### config.mk
export PLATFORM = sky130hd
export DESIGN_NAME = gnss_nav_message_capture
export DESIGN_NICKNAME = d
export VERILOG_FILES = /design/src/rtl/gnmc_pkg.sv /design/src/rtl/gnss_nav_message_capture.sv
export VERILOG_INCLUDE_DIRS = /design/src /design/src/rtl
export SDC_FILE = /design/constraint.sdc
export NUM_CORES = 1
export LEC_CHECK = 0
export BUFFER_PORTS_ARGS = -buffer_cell sky130_fd_sc_hd__buf_2
export CORE_ASPECT_RATIO = 0.8
export CORE_UTILIZATION = 25
export DETAILED_ROUTE_END_ITERATION = 6
export PLACE_DENSITY_LB_ADDON = 0.2
export SETUP_SLACK_MARGIN = 0.05
export SYNTH_ARGS = -nofsm -noshare
export SYNTH_HDL_FRONTEND = slang
export SYNTH_SLANG_ARGS = --single-unit
### constraint.sdc
create_clock -name clk -period 4.7 [get_ports clk]
set_input_delay 0 -clock clk [delete_from_list [all_inputs] [get_ports clk]]
set_output_delay 0 -clock clk [all_outputs]
set_load 0.05 [all_outputs]
### src/rtl/gnss_nav_message_capture_defines.svh
// Assertion macros shared by the navigation message capture RTL.
`ifndef GNSS_NAV_MESSAGE_CAPTURE_DEFINES_SVH
`define GNSS_NAV_MESSAGE_CAPTURE_DEFINES_SVH

// Same-cycle implication, checked outside reset.
`define GNMC_ASSERT_IMPLY(label, clk, rst, ante, cons) \
  label: assert property (@(posedge clk) disable iff (rst) (ante) |-> (cons)) \
    else $error("gnmc: same-cycle check failed");

// Next-cycle implication, checked outside reset.
`define GNMC_ASSERT_NEXT(label, clk, rst, ante, cons) \
  label: assert property (@(posedge clk) disable iff (rst) (ante) |=> (cons)) \
    else $error("gnmc: next-cycle check failed");

`endif

### src/rtl/gnmc_pkg.sv
// Package: types, register indexes and reset values for the message capture block.
`timescale 1ns / 1ps
package gnmc_pkg;

  // Message kinds as carried on msg_kind
  typedef enum logic [1:0] {
    KIND_POS    = 2'd0,
    KIND_TIME   = 2'd1,
    KIND_STATUS = 2'd2,
    KIND_NONE   = 2'd3
  } kind_t;

  // Configuration register indexes
  localparam int CFG_IDX_W = 3;
  localparam logic [CFG_IDX_W-1:0] REG_SYNC       = 3'd0;
  localparam logic [CFG_IDX_W-1:0] REG_CLASS      = 3'd1;
  localparam logic [CFG_IDX_W-1:0] REG_POS_ID     = 3'd2;
  localparam logic [CFG_IDX_W-1:0] REG_TIME_ID    = 3'd3;
  localparam logic [CFG_IDX_W-1:0] REG_STATUS_ID  = 3'd4;
  localparam logic [CFG_IDX_W-1:0] REG_POS_LEN    = 3'd5;
  localparam logic [CFG_IDX_W-1:0] REG_TIME_LEN   = 3'd6;
  localparam logic [CFG_IDX_W-1:0] REG_STATUS_LEN = 3'd7;

  localparam int LEN_W = 7;
  localparam int HIST_DEPTH = 5;

  // Register reset values
  localparam logic [7:0]       SYNC_RST       = 8'd98;
  localparam logic [7:0]       CLASS_RST      = 8'd1;
  localparam logic [7:0]       POS_ID_RST     = 8'd2;
  localparam logic [7:0]       TIME_ID_RST    = 8'd33;
  localparam logic [7:0]       STATUS_ID_RST  = 8'd3;
  localparam logic [LEN_W-1:0] POS_LEN_RST    = 7'd28;
  localparam logic [LEN_W-1:0] TIME_LEN_RST   = 7'd20;
  localparam logic [LEN_W-1:0] STATUS_LEN_RST = 7'd16;

  // Byte history fill after reset (ASCII zero)
  localparam logic [7:0] HIST_RST = 8'h30;

  localparam int MAX_PAYLOAD_DEF = 64;

endpackage

### src/rtl/gnss_nav_message_capture.sv
// Top level: byte-serial capture of navigation messages with header and message counters.
//
//  channel  | handshake              | payload
//  ---------+------------------------+-------------------------------------------
//  input    | in_valid / in_stall    | rx_byte
//  output   | out_valid / out_stall  | write_enable .. status_count
//  config   | cfg_valid / cfg_ready  | cfg_index, cfg_data
//
// One byte per cycle unless stalled; each byte's result appears in the next cycle.
// The matcher, index and counter update sit between the byte history and the
// result register, a single pass through compares and parallel 16-bit increments.
// A new byte is taken while a result is held, as long as that result is not stalled.
// Reset (rst, synchronous) restores register defaults, fills history with 0x30,
// clears counters, flags and the result valid bit.
// Ready flags and counters on the output belong to the result being held.
`timescale 1ns / 1ps
`include "gnss_nav_message_capture_defines.svh"
module gnss_nav_message_capture #(
  parameter int MAX_PAYLOAD = gnmc_pkg::MAX_PAYLOAD_DEF
) (
  input  logic                           clk,
  input  logic                           rst,
  // byte input
  input  logic                           in_valid,
  output logic                           in_stall,
  input  logic [7:0]                     rx_byte,
  // result output
  output logic                           out_valid,
  input  logic                           out_stall,
  output logic                           write_enable,
  output logic [1:0]                     msg_kind,
  output logic [5:0]                     payload_index,
  output logic [7:0]                     payload_byte,
  output logic                           msg_complete,
  output logic                           position_ready,
  output logic                           time_ready,
  output logic                           status_ready,
  output logic [15:0]                    header_count,
  output logic [15:0]                    position_count,
  output logic [15:0]                    time_count,
  output logic [15:0]                    status_count,
  // configuration writes
  input  logic                           cfg_valid,
  output logic                           cfg_ready,
  input  logic [gnmc_pkg::CFG_IDX_W-1:0] cfg_index,
  input  logic [7:0]                     cfg_data
);
  import gnmc_pkg::*;

  localparam int IDX_W = $clog2(MAX_PAYLOAD);
  localparam int CMP_W = (IDX_W + 1 > LEN_W) ? IDX_W + 1 : LEN_W;
  localparam logic [CMP_W-1:0] MAX_CMP = CMP_W'(MAX_PAYLOAD);

  // Configuration registers
  logic [7:0]       sync_byte, class_byte, position_id, time_id, status_id;
  logic [LEN_W-1:0] position_length, time_length, status_length;

  // Capture state
  logic [7:0]       hist [HIST_DEPTH];
  kind_t            capture_kind, capture_kind_next;
  logic [IDX_W-1:0] capture_index, capture_index_next;
  logic [2:0]       ready_flags, ready_flags_next;
  logic [15:0]      header_counter, position_counter, time_counter, status_counter;
  logic [15:0]      header_counter_next, position_counter_next;
  logic [15:0]      time_counter_next, status_counter_next;

  // Result register
  logic             out_we;
  kind_t            out_kind;
  logic [5:0]       out_index;
  logic [7:0]       out_byte;
  logic             out_done;

  logic             in_accept;
  logic             hdr_hit;
  kind_t            kind_a;
  logic [IDX_W-1:0] idx_a;
  logic             active;
  logic [LEN_W-1:0] cur_len;
  logic [CMP_W-1:0] idx_inc;
  logic [CMP_W-1:0] idx_ext;
  logic             done;
  logic             overflow;

  assign in_accept = in_valid && !in_stall;
  assign in_stall  = out_valid && out_stall;
  assign cfg_ready = 1'b1;

  // Configuration write decode
  always_ff @(posedge clk) begin
    if (rst) begin
      sync_byte       <= SYNC_RST;
      class_byte      <= CLASS_RST;
      position_id     <= POS_ID_RST;
      time_id         <= TIME_ID_RST;
      status_id       <= STATUS_ID_RST;
      position_length <= POS_LEN_RST;
      time_length     <= TIME_LEN_RST;
      status_length   <= STATUS_LEN_RST;
    end else if (cfg_valid && cfg_ready) begin
      unique case (cfg_index)
        REG_SYNC:       sync_byte       <= cfg_data;
        REG_CLASS:      class_byte      <= cfg_data;
        REG_POS_ID:     position_id     <= cfg_data;
        REG_TIME_ID:    time_id         <= cfg_data;
        REG_STATUS_ID:  status_id       <= cfg_data;
        REG_POS_LEN:    position_length <= cfg_data[LEN_W-1:0];
        REG_TIME_LEN:   time_length     <= cfg_data[LEN_W-1:0];
        REG_STATUS_LEN: status_length   <= cfg_data[LEN_W-1:0];
      endcase
    end
  end

  // Header match on the oldest three history bytes; identifier priority
  always_comb begin
    hdr_hit = (hist[0] == sync_byte) && (hist[1] == class_byte);
    kind_a  = capture_kind;
    idx_a   = capture_index;
    if (hdr_hit) begin
      priority if (hist[2] == position_id) begin
        kind_a = KIND_POS;
        idx_a  = '0;
      end else if (hist[2] == time_id) begin
        kind_a = KIND_TIME;
        idx_a  = '0;
      end else if (hist[2] == status_id) begin
        kind_a = KIND_STATUS;
        idx_a  = '0;
      end else begin
        // unknown identifier: current capture goes on
        kind_a = capture_kind;
        idx_a  = capture_index;
      end
    end
  end

  // Length select, completion and overflow
  always_comb begin
    active = (kind_a != KIND_NONE);
    unique case (kind_a)
      KIND_POS:    cur_len = position_length;
      KIND_TIME:   cur_len = time_length;
      KIND_STATUS: cur_len = status_length;
      KIND_NONE:   cur_len = position_length;
    endcase
    idx_ext  = CMP_W'(idx_a);
    idx_inc  = idx_ext + CMP_W'(1);
    done     = active && (idx_inc == CMP_W'(cur_len));
    overflow = active && !done && (idx_inc == MAX_CMP);
  end

  // Next capture state, flags and counters
  always_comb begin
    capture_kind_next     = kind_a;
    capture_index_next    = idx_a;
    ready_flags_next      = ready_flags;
    header_counter_next   = header_counter + (hdr_hit ? 16'd1 : 16'd0);
    position_counter_next = position_counter;
    time_counter_next     = time_counter;
    status_counter_next   = status_counter;
    if (active) begin
      capture_index_next = idx_inc[IDX_W-1:0];
      unique case (kind_a)
        KIND_POS: begin
          ready_flags_next[0] = done;
          if (done) position_counter_next = position_counter + 16'd1;
        end
        KIND_TIME: begin
          ready_flags_next[1] = done;
          if (done) time_counter_next = time_counter + 16'd1;
        end
        KIND_STATUS: begin
          ready_flags_next[2] = done;
          if (done) status_counter_next = status_counter + 16'd1;
        end
        KIND_NONE: ;
      endcase
      if (done || overflow) begin
        capture_kind_next  = KIND_NONE;
        capture_index_next = '0;
      end
    end
  end

  // State registers, updated once per accepted byte
  always_ff @(posedge clk) begin
    if (rst) begin
      for (int i = 0; i < HIST_DEPTH; i++) hist[i] <= HIST_RST;
      capture_kind     <= KIND_NONE;
      capture_index    <= '0;
      ready_flags      <= '0;
      header_counter   <= '0;
      position_counter <= '0;
      time_counter     <= '0;
      status_counter   <= '0;
    end else if (in_accept) begin
      for (int i = 0; i < HIST_DEPTH - 1; i++) hist[i] <= hist[i+1];
      hist[HIST_DEPTH-1] <= rx_byte;
      capture_kind     <= capture_kind_next;
      capture_index    <= capture_index_next;
      ready_flags      <= ready_flags_next;
      header_counter   <= header_counter_next;
      position_counter <= position_counter_next;
      time_counter     <= time_counter_next;
      status_counter   <= status_counter_next;
    end
  end

  // Result register: valid bit
  always_ff @(posedge clk) begin
    if (rst) begin
      out_valid <= 1'b0;
    end else if (in_accept) begin
      out_valid <= 1'b1;
    end else if (!out_stall) begin
      out_valid <= 1'b0;
    end
  end

  // Result register: per-byte payload
  always_ff @(posedge clk) begin
    if (in_accept) begin
      out_we    <= active;
      out_kind  <= active ? kind_a : KIND_NONE;
      out_index <= active ? idx_ext[5:0] : 6'd0;
      out_byte  <= active ? rx_byte : 8'd0;
      out_done  <= done;
    end
  end

  assign write_enable   = out_we;
  assign msg_kind       = out_kind;
  assign payload_index  = out_index;
  assign payload_byte   = out_byte;
  assign msg_complete   = out_done;
  assign position_ready = ready_flags[0];
  assign time_ready     = ready_flags[1];
  assign status_ready   = ready_flags[2];
  assign header_count   = header_counter;
  assign position_count = position_counter;
  assign time_count     = time_counter;
  assign status_count   = status_counter;

  // A completed message leaves its own ready flag set
  `GNMC_ASSERT_IMPLY(a_done_sets_ready, clk, rst, out_valid && msg_complete,
    write_enable && ((msg_kind == KIND_POS && position_ready) ||
    (msg_kind == KIND_TIME && time_ready) || (msg_kind == KIND_STATUS && status_ready)))
  // An idle byte carries the empty result
  `GNMC_ASSERT_IMPLY(a_idle_result, clk, rst, out_valid && !write_enable,
    msg_kind == KIND_NONE && payload_index == 6'd0 && !msg_complete)
  // Header, position and time counters move only on an accepted byte
  `GNMC_ASSERT_NEXT(a_count_hold, clk, rst, !in_accept,
    $stable(header_count) && $stable(position_count) && $stable(time_count))
  // Overflow guard: the capture index never reaches the buffer size
  `GNMC_ASSERT_IMPLY(a_index_bound, clk, rst, 1'b1, CMP_W'(capture_index) < MAX_CMP)

endmodule
# After elaboration in Yosys (flattened, before gate mapping)
# Memory sizes are Yosys's and may differ from the RTL's.
# Index checks and enable logic that the tools add are counted.
[op_classes]
bitwise_logic = 5
addsub = 5
n_eq_ne = 19
muxes = 26
reduce_logical = 26
[ops]
columns = ["op", "count"]
rows = [
  ["$add 16x1->16 const B", 3],
  ["$eq 8x8->1", 5],
  ["$mux 8", 5],
  ["$mux 6", 6],
  ["$pmux 7 s3", 1],
  ["$add 16x1->16", 1],
  ["$reduce_and 2->1", 8],
  ["$eq 3x3->1 const B", 4],
  ["$mux 2", 6],
  ["$reduce_and 4->1", 3],
  ["$reduce_and 3->1", 3],
  ["$mux 1", 8],
  ["$add 6x1->7 const B", 1],
  ["$eq 7x7->1", 1],
  ["$eq 7x7->1 const B", 1],
  ["$eq 3x2->1 const B", 2],
  ["$logic_and 1x1->1", 6],
  ["$or 1x1->1", 5],
  ["$eq 2x2->1 const B", 2],
  ["$eq 3x1->1 const B", 1],
  ["$logic_not 3->1", 1],
  ["$eq 2x1->1 const B", 1],
  ["$logic_not 1->1", 2],
  ["$logic_not 2->1", 1],
  ["other kinds (4)", 4],
]
[totals]
out_inout_bits = 88
in_bits = 24
regBits = 155
mem_count = 1
ramBits = 40
[memory_table]
columns = ["memory", "words", "word_bits", "rd", "rd_clocked_by_memory_dff", "wr", "line", "text"]
rows = [
  ["hist", 5, 8, 5, 0, 5, "gnss_nav_message_capture.sv:59", "logic [7:0] hist [HIST_DEPTH];"],
]

# Logic depth before layout (Yosys ltp)
# An unclocked memory read counts as a cell.
[logic_depth]
ltp_word = 17
depth_mapped = 20

# Worst setup path after synthesis
# Ideal clock, no wire load.
[synth_timing]
path_type = "flip-flop to flip-flop"
start = "memory hist[1][1] (netlist: hist[0][9])"
end = "register time_counter[12] (netlist: time_count[12])"
t_arrival_ns = 4.084
stages_incl_launch_ff = 18
required_ns = 4.630
period_less_slack_ns = 4.155
setup_slack_ns = 0.545
cell_sequence = "edfxtp_1 -> xnor2_1 -> nand4_1 -> nor4_4 -> a21oi_1 -> a21oi_1 -> inv_1 -> ha_1 -> nand2b_1 -> a31oi_1 -> xor3_1 -> nor3b_1 -> o21ai_0 -> a221oi_4 -> nand4_2 -> buf_6 -> or4_1 -> a21oi_1"
[synth_lines]
columns = ["element", "line", "text"]
rows = [
  ["from (decl)", "gnss_nav_message_capture.sv:59", ""],
  ["to (signal assigned)", "gnss_nav_message_capture.sv:204", "time_counter <= time_counter_next;"],
  ["to (decl)", "gnss_nav_message_capture.sv:63", "logic [15:0] header_counter, position_counter, time_counter, status_counter;"],
]

==> flow_summary_export.csv <==
group,metric,value,unit
timing,grt_setup_unrepaired,"no",
clocking,cts-htree-levels,4,
final_layout,final_layout_size_suffix_gt1_share,19.91,%
timing,timing.final.setup_violations,0,
yosys,synth.area.top_cells,"sky130_fd_sc_hd__dfxtp_1 (31%), sky130_fd_sc_hd__edfxtp_1 (19%), sky130_fd_sc_hd__nand2_1 (6.0%), sky130_fd_sc_hd__a21oi_1 (4.4%), sky130_fd_sc_hd__xnor2_1 (3.8%)",
clocking,cts_made_buffers,17,
power,cellPowerDensity,315.6,nW/um2
setup_path,worst-endpoint-required,5.05,ns
detailed_routing,route.vias.total,7156,
yosys,synth_enable_flop_cells,58,
placed_design,place_congestion,0.8073,
yosys,syn-cell-area,8965,um2
yosys,ys_async_sr_fraction,0,%
global_routing,initial_antenna_violation_count,1,
floorplan,start_util,25.59,%
detailed_routing,detail_route.iter0.violations,369,
placed_design,dp.final_hpwl,17160,um
power,sequential_power_share,51.1,%
power,clock_power_share,42.6,%
setup_path,critical_path_arrival,4.75,ns
global_routing,first_global_vias,6573,
power,power.leakage,0.004180,uW
placed_design,buffer_ports.inserted,110,
detailed_routing,drt_wl_total,24790,um
placed_design,placedInstanceArea,10060,um2
floorplan,die_footprint,36630,um2
floorplan,floorplan.die.width,213.7,um
final_layout,post-route-cell-area,11140,um2
job,drv.max_cap_violation_count,0,
floorplan,core-area,35030,um2
global_routing,globalRouteTotalUtil,13.83,%
power,p_sw_share,26.86,%
floorplan,placement_rows,61,
status,run_status,"finished clean",
clocking,cts_max_path_buffers,2,
clocking,clkSinkCount,195,
timing,maxSlewViolCount,0,
final_layout,layout.nets,1128,
yosys,yosys_warnings,0,
timing,fin_crit_sh,93.46,%
detailed_routing,post_drt_wl_per_cell,15.71,um
timing,worst_slew_pin_slew,0.9359,ns
setup_path,path_buf_inv,4,
power,total_switching_power,944.0,uW
clocking,clock_tree_from_tritoncts,"yes",
yosys,yosysUniqueCellTypes,63,
yosys,ys_seq_elements,195,
power,report.power.total,3515,uW
worst_hold_path,worst_hold_path.num_cells,4,
worst_hold_path,min-delay-path-class,"primary input to flop",
yosys,synth.most_common_cell,"sky130_fd_sc_hd__nand2_1",
yosys,synth_common_cells,"sky130_fd_sc_hd__nand2_1 (143), sky130_fd_sc_hd__dfxtp_1 (137), sky130_fd_sc_hd__a21oi_1 (79)",
setup_path,worst-path-max-fanout,6,
floorplan,die_h,171.4,um
setup_path,start_kind,"flop",
timing,max-slew-margin-rel,37.13,%
setup_path,worst_r2r_path_depth,17,
detailed_routing,drt.antenna.violating_nets,0,
detailed_routing,detail_route.first_pass.iterations,4,
detailed_routing,vias_per_cell,4.535,
clocking,source_to_sink_clock_delay_at_the_later_pin_of_the_worst_skew_pair,0.46,ns
timing,totalNegativeSetupSlack,0,ns
global_routing,grt_start_max_net_pins,85,
yosys,synth_largest_area_cell,"sky130_fd_sc_hd__dfxtp_1",
global_routing,overflow,0,
setup_path,timing.critical_path.cells,"xor2_1, nor4_2, and2_4, o21ai_1, a32oi_2, inv_2, ha_4, buf_4, o21ai_0, and3_1, o21ai_1, a221oi_4, nand4_4, buf_8, buf_4, o31a_1, o21ba_2",
timing,clock.fmax,227.7,MHz
timing,worst_clock_skew,0.01505,ns
yosys,syn_area_per_cell,9.329,um2
detailed_routing,remaining_drc_errors,0,
yosys,most_common_flop_cell_mapped_by_yosys,"sky130_fd_sc_hd__dfxtp_1",
yosys,netlist.area_leader.share,30.59,%
power,share_comb_of_total_power,6.3,%
clocking,cts.reportedPaths.clkPinSlew,0.08,ns
timing,timing.final.crit_period,4.393,ns
floorplan,io_pins,112,
yosys,synth_seq_area_share,50.02,%
setup_path,critical-path-top-delay-family,"compound AO/OA/AOI/OAI gates",
setup_path,cp-end-kind,"flop",
power,peakVddDrop,0.2240,mV
timing,hold_viol,0,
setup_path,path_depth,17,
global_routing,grt_pass1_wl,38470,um
yosys,netlist_instances,961,
setup_path,critical-path-slowest-cell,"sky130_fd_sc_hd__edfxtp_1",
final_layout,areaGrowthSynthToFinish,24.23,%
setup_path,critPathKind,"flop to flop",
power,cell_internal_pwr,2571,uW
clocking,ctsRootBufferMaster,"sky130_fd_sc_hd__clkbuf_16",
final_layout,finalCoreUtilization,31.79,%
setup_path,critical-path-max-stage-delay,0.51,ns
yosys,total_nets_after_synthesis,997,
[cells by family (layout without fill, tap and decap cells)]
group | Yosys count | in the layout | share of synthesized area [%]
fa+ha+maj | 12 | 12 | 1.675
simple gates | 423 | 423 | 23.95
xor+xnor | 66 | 66 | 6.616
flops | 195 | 195 | 50.02
buf+inv | 74 | 218 | 3.461
compound gates | 172 | 172 | 12.20
mux | 18 | 18 | 2.038
other cells | 1 | 2 | 0.04183
[state kept, by name, indices dropped and copies added (netlist names), 2 cells and up]
register         flops
time_id              8
msg_kind             2
position_length      7
class_byte           8
sync_byte            8
payload_index        6
time_length          7
hist                40
ready_flags          3
status_length        7
time_count          16
header_count        16
position_count      16
payload_byte         8
capture_kind         2
capture_index        6
status_count        16
position_id          8
status_id            8
[stage by stage]
stage | worst slack [ns] | cells | hold slack, ns
6_report | 0.3075 | 1578 | 0.03620
5_1_grt | 0.04868 | 1577 | 0.06735
4_1_cts | 0.09351 | 1566 | 0.01045
3_5_place_dp | -0.01776 | 1515 | 0.2403
3_3_place_gp | 0.05095 | 1515 | 0.2213
2_1_floorplan | 0.5455 | 961 | 0.1207
[cell type report]
type | count | area, um2
multi-input cells | 692 | 4344
fillers | 3676 | 23900
clock inverters | 15 | 182.7
diodes | 1 | 2.502
inverters | 24 | 90.09
repair buffers | 162 | 1017
clock buffers | 17 | 425.4
well taps | 472 | 590.6
flip-flops and latches | 195 | 4484
[placed cells by master (no fill, tap or decap), types with 6 or more instances in the layout]
| master | instances |
|---|---|
| sky130_fd_sc_hd__xor2_1 | 26 |
| sky130_fd_sc_hd__o21ai_0 | 32 |
| sky130_fd_sc_hd__clkbuf_16 | 18 |
| sky130_fd_sc_hd__a21oi_1 | 78 |
| sky130_fd_sc_hd__nand3_1 | 31 |
| sky130_fd_sc_hd__nand3b_1 | 7 |
| sky130_fd_sc_hd__inv_1 | 20 |
| sky130_fd_sc_hd__and3_1 | 20 |
| sky130_fd_sc_hd__a211o_1 | 8 |
| sky130_fd_sc_hd__xnor2_1 | 38 |
| sky130_fd_sc_hd__dfxtp_1 | 137 |
| sky130_fd_sc_hd__nand2_1 | 143 |
| sky130_fd_sc_hd__o31ai_1 | 7 |
| sky130_fd_sc_hd__or4_1 | 6 |
| sky130_fd_sc_hd__nor2b_1 | 26 |
| sky130_fd_sc_hd__nand4_1 | 16 |
| sky130_fd_sc_hd__and2_1 | 33 |
| sky130_fd_sc_hd__nor2_1 | 60 |
| sky130_fd_sc_hd__buf_4 | 32 |
| sky130_fd_sc_hd__nor3_1 | 8 |
| sky130_fd_sc_hd__mux2i_1 | 16 |
| sky130_fd_sc_hd__clkinv_8 | 6 |
| sky130_fd_sc_hd__nand2b_1 | 9 |
| sky130_fd_sc_hd__buf_2 | 109 |
| sky130_fd_sc_hd__or3_1 | 38 |
| sky130_fd_sc_hd__edfxtp_1 | 58 |
| sky130_fd_sc_hd__dlygate4sd3_1 | 18 |
| sky130_fd_sc_hd__ha_1 | 9 |
[power by group through the flow]
| stage | logic, uW | registers [uW] | clock network [uW] |
|---|---|---|---|
| finish | 221 | 1800 | 1500 |
| global placement | 204 | 1840 | 0 |
| CTS | 217 | 1800 | 1550 |
| global route | 242 | 1800 | 1600 |
| floorplan | 116 | 1850 | 0 |
| detailed placement | 204 | 1840 | 0 |
[routing by layer]
layer / wire length, um / vias up / track usage (%)
li1: - / 3624 / -
met1: 13560 / 3389 / 21.10
met2: 9851 / 125 / 18.79
met3: 1056 / 18 / 3.049
met4: 316 / 0 / 4.441
met5: 0 / - / 0
[worst reg2reg max path: stages, from the launching register on]
cell	delay, ns
sky130_fd_sc_hd__edfxtp_1	0.51
sky130_fd_sc_hd__xor2_1	0.20
sky130_fd_sc_hd__nor4_2	0.32
sky130_fd_sc_hd__and2_4	0.22
sky130_fd_sc_hd__o21ai_1	0.07
sky130_fd_sc_hd__a32oi_2	0.32
sky130_fd_sc_hd__inv_2	0.10
sky130_fd_sc_hd__ha_4	0.20
sky130_fd_sc_hd__buf_4	0.15
sky130_fd_sc_hd__o21ai_0	0.42
sky130_fd_sc_hd__and3_1	0.24
sky130_fd_sc_hd__o21ai_1	0.12
sky130_fd_sc_hd__a221oi_4	0.41
sky130_fd_sc_hd__nand4_4	0.20
sky130_fd_sc_hd__buf_8	0.20
sky130_fd_sc_hd__buf_4	0.13
sky130_fd_sc_hd__o31a_1	0.28
sky130_fd_sc_hd__o21ba_2	0.21
[worst paths after layout]
kind,start,endpoint,slack [ns]
setup / recovery,hist[0][22],time_count[7],0.31
hold / removal,cfg_index[1],status_id[7],0.04
setup reg to reg,hist[0][22],time_count[7],0.31
hold reg to reg,ready_flags[1],ready_flags[1],0.47
[what timing repair did]
item | CTS | global route
pin swaps | 1 | 21
hold buffers | 18 | 0
gates resized for setup | 2 | 33
setup endpoints to repair | 27 | 46
gates cloned | 0 | 1
endpoints found under the hold margin | 77 | 0
buffers inserted | 1 | 10
Power figures use the tool's default switching activity.
